==> src/sv/rfo_pkg.sv <==
// ----------------------------------------------------------------------------
// rfo_pkg
// Shared widths, command and status codes, and defaults for the ring FIFO.
// ----------------------------------------------------------------------------
package rfo_pkg;

   localparam int DEPTH_DEFAULT       = 16;
   localparam int VALUE_WIDTH_DEFAULT = 32;

   localparam int CMD_W    = 2;
   localparam int STATUS_W = 2;
   localparam int CFG_W    = 5;

   localparam logic [CFG_W-1:0] CAP_RESET = 5'd16;

   localparam logic [CMD_W-1:0] CMD_READ      = 2'd0;
   localparam logic [CMD_W-1:0] CMD_WRITE     = 2'd1;
   localparam logic [CMD_W-1:0] CMD_OVERWRITE = 2'd2;
   localparam logic [CMD_W-1:0] CMD_CLEAR     = 2'd3;

   localparam logic [STATUS_W-1:0] STAT_OK    = 2'd0;
   localparam logic [STATUS_W-1:0] STAT_EMPTY = 2'd1;
   localparam logic [STATUS_W-1:0] STAT_FULL  = 2'd2;

endpackage

==> src/sv/rfo_ram.sv <==
// ----------------------------------------------------------------------------
// rfo_ram
// Entry store: one write port and one read port, read data registered.
// ----------------------------------------------------------------------------
module rfo_ram
   import rfo_pkg::*;
#(
   parameter int DEPTH       = DEPTH_DEFAULT,
   parameter int VALUE_WIDTH = VALUE_WIDTH_DEFAULT,
   parameter int ADDR_W      = (DEPTH > 1) ? $clog2(DEPTH) : 1
) (
   input  logic                   clock,
   input  logic                   wr_en,
   input  logic [ADDR_W-1:0]      wr_addr,
   input  logic [VALUE_WIDTH-1:0] wr_data,
   input  logic                   rd_en,
   input  logic [ADDR_W-1:0]      rd_addr,
   output logic [VALUE_WIDTH-1:0] rd_data
);

   logic [VALUE_WIDTH-1:0] store_ff [DEPTH];
   logic [VALUE_WIDTH-1:0] rd_data_ff;

   always_ff @(posedge clock) begin
      if (wr_en) begin
         store_ff[wr_addr] <= wr_data;
      end
   end

   // Read data holds while no read is issued, so a stalled item keeps its value.
   always_ff @(posedge clock) begin
      if (rd_en) begin
         rd_data_ff <= store_ff[rd_addr];
      end
   end

   assign rd_data = rd_data_ff;

endmodule

==> src/sv/ring_fifo_with_overwrite_unit.sv <==
// ----------------------------------------------------------------------------
// ring_fifo_with_overwrite_unit
// Accepted items pass the result stage, then the output register. Throughput:
// one item per cycle unless rsp_stall holds the output; the entry store has one
// read and one write port, and pointers and count live in registers next to it.
// Reset clears positions and count and sets the capacity to 16; the entry
// store is not cleared, so the block accepts items right after reset.
// ----------------------------------------------------------------------------
module ring_fifo_with_overwrite_unit
   import rfo_pkg::*;
#(
   parameter int DEPTH       = DEPTH_DEFAULT,
   parameter int VALUE_WIDTH = VALUE_WIDTH_DEFAULT
) (
   input  logic                   clock,
   input  logic                   reset,
   input  logic                   req_valid,
   output logic                   req_stall,
   input  logic [CMD_W-1:0]       req_command,
   input  logic [VALUE_WIDTH-1:0] req_write_value,
   output logic                   rsp_valid,
   input  logic                   rsp_stall,
   output logic [VALUE_WIDTH-1:0] rsp_read_value,
   output logic [STATUS_W-1:0]    rsp_status,
   input  logic                   csr_valid,
   output logic                   csr_ready,
   input  logic [CFG_W-1:0]       csr_capacity_in_use
);

   localparam int PTR_W = (DEPTH > 1) ? $clog2(DEPTH) : 1;
   localparam int CNT_W = $clog2(DEPTH + 1);
   localparam int CW    = (CNT_W > CFG_W) ? CNT_W : CFG_W;
   localparam logic [CW-1:0] DEPTH_CW = CW'(DEPTH);

   logic [CFG_W-1:0] cap_ff;
   logic [PTR_W-1:0] head_ff, head_in;
   logic [PTR_W-1:0] tail_ff, tail_in;
   logic [CNT_W-1:0] count_ff, count_in;

   logic                p1_valid_ff, p1_valid_in;
   logic [STATUS_W-1:0] p1_status_ff;
   logic                p1_hit_ff;

   logic                   rsp_valid_ff, rsp_valid_in;
   logic [STATUS_W-1:0]    rsp_status_ff;
   logic [VALUE_WIDTH-1:0] rsp_read_value_ff;

   logic [CW-1:0]          cap_ext, cap_eff, cnt_ext, head_inc, tail_inc;
   logic [PTR_W-1:0]       head_adv, tail_adv;
   logic                   full, empty, accept, p1_adv;
   logic [STATUS_W-1:0]    status_in;
   logic                   hit_in;
   logic                   wr_en, rd_en;
   logic [PTR_W-1:0]       wr_addr;
   logic [VALUE_WIDTH-1:0] rd_data;

   // Capacity register: zero acts as one, anything above the depth as the depth.
   assign cap_ext = CW'(cap_ff);
   assign cap_eff = (cap_ff == '0)        ? CW'(1)   :
                    (cap_ext > DEPTH_CW)  ? DEPTH_CW : cap_ext;
   assign cnt_ext = CW'(count_ff);
   assign full    = (cnt_ext >= cap_eff);
   assign empty   = (count_ff == '0);

   assign head_inc = CW'(head_ff) + CW'(1);
   assign tail_inc = CW'(tail_ff) + CW'(1);
   assign head_adv = (head_inc >= cap_eff) ? '0 : head_inc[PTR_W-1:0];
   assign tail_adv = (tail_inc >= cap_eff) ? '0 : tail_inc[PTR_W-1:0];

   // The result stage moves on when the output register is free or being taken.
   assign p1_adv    = p1_valid_ff & (~rsp_valid_ff | ~rsp_stall);
   assign req_stall = p1_valid_ff & ~p1_adv;
   assign accept    = req_valid & ~req_stall;

   always_comb begin
      head_in   = head_ff;
      tail_in   = tail_ff;
      count_in  = count_ff;
      status_in = STAT_OK;
      hit_in    = 1'b0;
      wr_en     = 1'b0;
      rd_en     = 1'b0;
      wr_addr   = tail_ff;
      if (accept) begin
         unique case (req_command) inside
            CMD_READ: begin
               if (empty) begin
                  status_in = STAT_EMPTY;
               end else begin
                  rd_en    = 1'b1;
                  hit_in   = 1'b1;
                  head_in  = head_adv;
                  count_in = count_ff - CNT_W'(1);
               end
            end
            CMD_WRITE, CMD_OVERWRITE: begin
               if (!full) begin
                  wr_en    = 1'b1;
                  tail_in  = tail_adv;
                  count_in = count_ff + CNT_W'(1);
               end else if (req_command == CMD_WRITE) begin
                  status_in = STAT_FULL;
               end else begin
                  // A full ring drops its oldest item and both positions move.
                  wr_en   = 1'b1;
                  wr_addr = head_ff;
                  head_in = head_adv;
                  tail_in = tail_adv;
               end
            end
            CMD_CLEAR: begin
               head_in  = '0;
               tail_in  = '0;
               count_in = '0;
            end
            default: begin
               status_in = STAT_OK;
            end
         endcase
      end
   end

   assign p1_valid_in  = accept | (p1_valid_ff & ~p1_adv);
   assign rsp_valid_in = p1_adv | (rsp_valid_ff & rsp_stall);

   always_ff @(posedge clock) begin
      if (reset) begin
         cap_ff       <= CAP_RESET;
         head_ff      <= '0;
         tail_ff      <= '0;
         count_ff     <= '0;
         p1_valid_ff  <= 1'b0;
         rsp_valid_ff <= 1'b0;
      end else begin
         if (csr_valid) begin
            cap_ff <= csr_capacity_in_use;
         end
         head_ff      <= head_in;
         tail_ff      <= tail_in;
         count_ff     <= count_in;
         p1_valid_ff  <= p1_valid_in;
         rsp_valid_ff <= rsp_valid_in;
      end
   end

   always_ff @(posedge clock) begin
      if (accept) begin
         p1_status_ff <= status_in;
         p1_hit_ff    <= hit_in;
      end
      if (p1_adv) begin
         rsp_status_ff     <= p1_status_ff;
         rsp_read_value_ff <= p1_hit_ff ? rd_data : '0;
      end
   end

   rfo_ram #(
      .DEPTH       (DEPTH),
      .VALUE_WIDTH (VALUE_WIDTH),
      .ADDR_W      (PTR_W)
   ) u_ram (
      .clock   (clock),
      .wr_en   (wr_en),
      .wr_addr (wr_addr),
      .wr_data (req_write_value),
      .rd_en   (rd_en),
      .rd_addr (head_ff),
      .rd_data (rd_data)
   );

   assign csr_ready      = 1'b1;
   assign rsp_valid      = rsp_valid_ff;
   assign rsp_status     = rsp_status_ff;
   assign rsp_read_value = rsp_read_value_ff;

endmodule

==> config.mk <==
export PLATFORM = sky130hd
export DESIGN_NAME = ring_fifo_with_overwrite_unit
export DESIGN_NICKNAME = d
export VERILOG_FILES = /design/src/sv/rfo_pkg.sv /design/src/sv/rfo_ram.sv /design/src/sv/ring_fifo_with_overwrite_unit.sv
export SDC_FILE = /design/constraint.sdc
export NUM_CORES = 1
export LEC_CHECK = 0
export BUFFER_PORTS_ARGS = -buffer_cell sky130_fd_sc_hd__buf_2
export CORE_UTILIZATION = 62
export DETAILED_ROUTE_END_ITERATION = 10
export PLACE_DENSITY_LB_ADDON = 0.05
export SLEW_MARGIN = 20
export SYNTH_ARGS = -nofsm -noshare
export SYNTH_HDL_FRONTEND = slang
export SYNTH_SLANG_ARGS = --single-unit
==> constraint.sdc <==
create_clock -name clock -period 5.1 [get_ports clock]
set_input_delay 1.02 -clock clock [delete_from_list [all_inputs] [get_ports clock]]
set_output_delay 1.02 -clock clock [all_outputs]
set_load 0.03 [all_outputs]
==> impl_metrics.ini, run 1 <==
[timing]
relSlewSlack_pct = 30.7
layout_min_cycle_time_ps = 3590
fmax_ghz = 0.279
final-hold-violation-count = 0
slew_violations = 0
worstMarginPinSlew_ps = 1040
clock_skew_ps = 17.6
finalSetupViolCount = 0
fin_tns_setup_ps = 0
fin_crit_sh_pct = 70.3
rsz0062_at_grt = false

[setup_path]
crit_top_cell = nor2_1
slowest_stage = a21oi_4
critPathLaunch = cap_ext[1]
cp.arrival_ps = 3890
cp-start-kind = flip-flop
worstSetupPathType = flip-flop to flip-flop
critPathCapture = u_ram.store_ff[0][26]
r2r-end = u_ram.store_ff[0][26]
path_cells = nor3_1 -> nor2_1 -> nor2_1 -> ha_1 -> nor2b_1 -> o21ai_2 -> a31oi_4 -> o21ai_0 -> a21oi_4 -> buf_4
rrSetupSlack_ps = 1510
max_stage_delay_ps = 680
r2r_start = cap_ext[1]
worst_ep_required_time_ps = 5400
critPathCaptureType = flip-flop
worstRegToRegCells = 10
critical_path.max_fanout = 26

[grt]
grt_pass1_wl_um = 75400
grt_max_degree = 64
grt_overflow = 0
grt_pass1_vias = 11303
antenna_found_initial = 6
grt_usage_pct = 27.6

[yosys]
synth_compound_area_share_pct = 2.19
yosysTopAreaCell = edfxtp_1
synth_edf_count = 581
synth_cell_types = 55
yosys.area_share.xor_xnor_pct = 0.111
synth_commonest_cells = 581 x edfxtp_1, 160 x mux4_2, 33 x and2_1, 31 x clkbuf_1
async_reset_ff_share_pct = 0
netlist_area_sq_um = 23600
yosysWarningCount = 0
synth_nets = 1174
muxShareOfSynthArea_pct = 15.6
syn_inst = 1104
yosys_most_used_dff = edfxtp_1
ys_top_cells_by_area = edfxtp_1 74%, mux4_2 15%, dfxtp_1 1.7%
synthAdderAreaFrac_pct = 1.41
synth-seq-cells = 601
synth.avg_cell_area_sq_um = 21.4
yosysMostFrequentCell = edfxtp_1
synthSimpleGateAreaFrac_pct = 3.55
yosysTopAreaCellShare_pct = 74.0
seq_area_frac_synth_pct = 75.7
synth_top_family_by_area = multiplexers

[final_layout]
layout-drive-gt1-share_pct = 31.0
final_util_pct = 71.2
area_growth_pct = 13.5
final_nets = 1291

[placement]
port_buffers = 79
routabilityCongestion = 0.854
dp_hpwl_um = 32300

[die]
coreArea_sq_um = 37600
io_pins = 81
chipHeight_um = 197
die_w_um = 197
start_util_pct = 62.8
fp-row-count = 71
die_area_sq_um = 38800

[clock_tree]
clock_path_buffers = 3
root_buffer = clkbuf_16
cts_hold_buffers = 0
cts_resized = 0
cts_max_level = 2
cts.sinks = 601
cts_made_buffers = 57
cts_tree = done
cts_setup_buffers = 0
cts.clk_slew.worst_paths_ps = 60
insertion_delay_ps = 600

[drt]
drtIter0Drc = 1224
wl_per_cell_um = 28.5
drcViolationCount = 0
ant_nets = 0
vias = 11565
routed_wirelength_um = 50800
drtPass1Iterations = 5
viasPerCell = 6.49

[pwr]
ir_drop_mv = 0.372
p_per_area_nw_per_um2 = 397
p_leak_nw = 8.45

[worst_hold_path]
hold_class = flip-flop to flip-flop

[status]
status = finished, final reports clean

[run]
drv_cap = 0
## worst max-delay path: cells and delay by family, from the launching register on
| kind | cells | cell delay (ps) |
|---|---|---|
| compound gates | 4 | 1710 |
| fa+ha+maj | 1 | 280 |
| buf+inv | 1 | 300 |
| flops | 1 | 320 |
| simple gates | 4 | 660 |
## how the worst min path moves through the flow
stage,start,endpoint,slack (ps),cells past startpoint
after floorplan,p1_status_ff[0],rsp_status[0],400,0
after global placement,p1_status_ff[1],rsp_status[1],410,0
after detailed placement,p1_status_ff[0],rsp_status[0],430,0
after CTS,p1_status_ff[0],rsp_status[0],440,0
after global routing,p1_status_ff[0],rsp_status[0],450,0
final,p1_status_ff[0],rsp_status[0],440,0
## metrics by stage
| stage | hold slack, ps | setup slack [ps] | instance area (sq um) | total power, mW | instances |
|---|---|---|---|---|---|
| after floorplan | 400 | 585 | 23600 | 6.15 | 1104 |
| after global routing | 451 | 1220 | 26800 | 10.9 | 1781 |
| after detailed placement | 430 | 696 | 24800 | 6.44 | 1673 |
| after global placement | 414 | 828 | 24800 | 6.42 | 1673 |
| final | 436 | 1510 | 26800 | 10.6 | 1781 |
| after CTS | 444 | 1130 | 26800 | 10.7 | 1780 |
## flip-flops by register name, summed over array words and instances (netlist names)
| name | cells |
|---|---|
| head_ff | 4 |
| cap_ext | 5 |
| p1_valid_ff | 1 |
| rsp_read_value | 32 |
| rsp_status | 2 |
| rsp_valid | 1 |
| p1_status_ff | 2 |
| cnt_ext | 5 |
| u_ram.store_ff | 512 |
| tail_ff | 4 |
| p1_hit_ff | 1 |
| u_ram.rd_data | 32 |
## power breakdown
part / internal, mW / switching, mW
registers: 5.50 / 0.0609
clock network: 2.51 / 1.79
logic: 0.322 / 0.459
## final cells by class
class	count	area (sq um)
repair buffers	112	668
flip-flops and latches	601	17900
well taps	511	639
inverters	17	63.8
clock inverters	42	417
diodes	1	2.50
clock buffers	65	1500
multi-input cells	432	5620
fillers	2277	10800
## cells by family after synthesis
group | Yosys count
flip-flops | 601
adder cells (fa/ha/maj) | 26
AO/OA/AOI/OAI | 80
AND/OR/NAND/NOR | 154
other | 1
buffers and inverters | 71
XOR/XNOR | 3
multiplexers | 168
## metal layers
layer | track usage [%] | wire, um | share of wire, % | vias up
li1 | - | - | - | 4837
met1 | 46.0 | 22700 | 45 | 6081
met2 | 38.5 | 22300 | 44 | 595
met3 | 5.34 | 5160 | 10 | 52
met4 | 5.57 | 738 | 1.5 | 0
met5 | 0 | 0 | 0 | -
## cells in the final DEF, fill, tap and decap left out, types with 4 or more instances in the layout
cell type	synthesis	routed
nand2b_1	12	12
clkbuf_16	0	59
clkinv_1	0	14
bufinv_16	0	8
dfxtp_1	20	16
inv_1	16	16
mux4_2	160	160
clkbuf_1	31	6
mux2i_1	8	8
nand4_1	4	4
edfxtp_1	581	581
ha_1	25	25
nor3_1	16	15
clkinv_2	0	13
and2_1	33	33
o21ai_0	26	26
a21oi_1	24	8
buf_4	2	31
nand2_1	24	24
a21oi_4	0	16
buf_2	13	79
nand3_1	13	13
a21o_1	4	4
or4_1	9	9
nor2_1	26	26
Power figures use the tool's default switching activity.
==> run 2, diff against run 1 <==
Settings changed: ABC_AREA set to 1.
Clock period 5.1 ns to 3.45 ns, I/O delays scaled along.
==> impl_metrics.ini, run 2 <==
[yosys]
seq_area_frac_synth_pct = 74.6
synth_commonest_cells = 581 x edfxtp_1, 348 x nor2_1, 266 x o21ai_0, 132 x nand2_1, 70 x o221ai_1
yosysWarningCount = 0
netlist_area_sq_um = 23900
yosys_most_used_dff = edfxtp_1
yosysTopAreaCellShare_pct = 72.9
synth-seq-cells = 601
ys_top_cells_by_area = edfxtp_1 73%, o21ai_0 5.6%, nor2_1 5.5%
synth.avg_cell_area_sq_um = 13.2
yosysMostFrequentCell = edfxtp_1
syn_inst = 1816
synth_edf_count = 581
synth_cell_types = 35
yosysTopAreaCell = edfxtp_1
async_reset_ff_share_pct = 0
synth_nets = 1886

[placement]
dp.cells = 2345
dp_hpwl_um = 33400
port_buffers = 79
routabilityCongestion = 0.879
dp_slack_ps = 213

[clock_tree]
cts_tree = done
cts.clk_slew.worst_paths_ps = 60
cts.sinks = 601
cts_setup_buffers = 0
cts_made_buffers = 57
insertion_delay_ps = 610
clock_path_buffers = 3
cts_max_level = 2
root_buffer = clkbuf_16

[drt]
viasPerCell = 6.18
drtPass1Iterations = 6
vias = 15152
drtIter0Drc = 1515
wl_per_cell_um = 23.8
routed_wirelength_um = 58300
drcViolationCount = 0
ant_nets = 0

[grt]
grt_pass1_wl_um = 87900
grt_usage_pct = 30.5
grt_max_degree = 191
antenna_found_initial = 0
grt_pass1_vias = 14693
grt_overflow = 0

[pwr]
ir_drop_mv = 0.478
p_leak_nw = 9.36
p_total_mw = 16.6
p_per_area_nw_per_um2 = 614

[final_layout]
diodes = 0
final_nets = 1963
mostFrequentLayoutCell = edfxtp_1
stdcell_count = 2450
largest_reg_flops = 512
area_growth_pct = 13.3
largest-register = u_ram.store_ff
layout-drive-gt1-share_pct = 12.8
final_cell_mix = 581 x edfxtp_1, 331 x nor2_1, 266 x o21ai_0, 132 x nand2_1, 79 x buf_2

[setup_path]
cp-start-kind = flip-flop
worstSetupPathType = flip-flop to flip-flop
rrSetupSlack_ps = 240
slowest_stage = or4_1
path_cells = or4_1 -> nand2_1 -> nand2_1 -> ha_1 -> nand2_1 -> nor2_1 -> nand2_1 -> nand3_2 -> buf_4 -> nand3_1 -> nand2_2 -> nand3_2 -> nor2_4 -> buf_12
worst_ep_required_time_ps = 3730
cp.arrival_ps = 3490
r2r_start = cap_ext[0]
max_stage_delay_ps = 540
critPathCaptureType = flip-flop
critical_path.max_fanout = 32
crit_top_cell = nand2_1
worstRegToRegCells = 14
r2r-end = u_ram.store_ff[7][1]

[timing]
relSlewSlack_pct = 36.8
finalHoldWorstSlack_ps = 316
worstMarginPinSlew_ps = 948
setup_ws_ps = 239
fin_tns_setup_ps = 0
fin_crit_sh_pct = 93.1
finalSetupViolCount = 0
slew_violations = 0
fmax_ghz = 0.311
layout_min_cycle_time_ps = 3210
rsz0062_at_grt = false
clock_skew_ps = 25.4
final-hold-violation-count = 0

[worst_hold_path]
min_from = reset
whs_endpoint = rsp_valid
holdPathStages = 2
hold_class = input port to flip-flop

[run]
drv_cap = 0

[die]
die_area_sq_um = 39400
chipHeight_um = 198
start_util_pct = 63.2
io_pins = 81
coreArea_sq_um = 37800
fp-row-count = 71
die_w_um = 198

[status]
status = finished, final reports clean
run 2: logic make-up (layout without fill, tap and decap cells):
kind of cell             after synthesis  count (layout)  share of synthesized area (%)
AO/OA/AOI/OAI                        436             436                           11.0
XOR/XNOR                               5               5                          0.183
adder cells (fa/ha/maj)               26              26                           1.39
buffers and inverters                180             303                           3.14
flip-flops                           601             601                           74.6
other                                  1               1                         0.0157
AND/OR/NAND/NOR                      567             567                           9.68
run 2: timing repair:
| item | in CTS | in global routing |
|---|---|---|
| setup endpoints to repair | 0 | 208 |
| hold endpoints to repair | 0 | 0 |
| hold buffers | 0 | 0 |
| resized for setup | 0 | 5 |
run 2: area by class of cell:
cell class,instances,area [sq um]
Tap cell,511,639
Clock inverter,32,287
Inverter,68,265
Timing Repair Buffer,130,1080
Fill cell,2557,10700
Multi-Input combinational cell,1035,5480
Sequential cell,601,17900
Clock buffer,73,1510
run 2: metal layers:
metal | GRT usage, % | up-vias | part of all wire (%)
met5 | 0 | - | 0
met4 | 11.6 | 0 | 3.0
met3 | 4.07 | 116 | 7.5
met2 | 49.0 | 701 | 48
met1 | 42.9 | 7477 | 42
li1 | - | 6858 | -
run 2: stage by stage:
| stage | utilization [%] | cell area, sq um |
|---|---|---|
| 2_1_floorplan | - | 24000 |
| 3_3_place_gp | 66.9 | 25300 |
| 3_5_place_dp | 66.9 | 25300 |
| 4_1_cts | 71.6 | 27100 |
| 5_1_grt | 71.7 | 27100 |
| 6_report | 71.7 | 27100 |
run 2: worst max-delay path by stage:
stage / cells after the start / slack (ps) / end / startpoint
floorplan: 11 / -50 / u_ram.store_ff[12][0] / cap_ext[0]
global placement: 12 / 230 / u_ram.store_ff[2][11] / cap_ext[0]
detailed placement: 12 / 210 / u_ram.store_ff[2][11] / cap_ext[0]
CTS: 12 / 190 / u_ram.store_ff[2][7] / cap_ext[0]
global route: 14 / 6 / u_ram.store_ff[11][28] / cap_ext[1]
finish: 14 / 240 / u_ram.store_ff[7][1] / cap_ext[0]
run 2: critical path: cells and delay by family, from the launching register on:
kind          cells  cell delay, ps
simple gates     11            1820
buf+inv           2             460
flops             1             320
fa+ha+maj         1             290
run 2: power breakdown:
part	leakage [nW]	total (mW)	internal, mW	switching, mW
sequential	5.43	8.33	8.22	0.101
clock	0.868	6.04	3.45	2.60
combinational	3.06	2.28	0.645	1.63
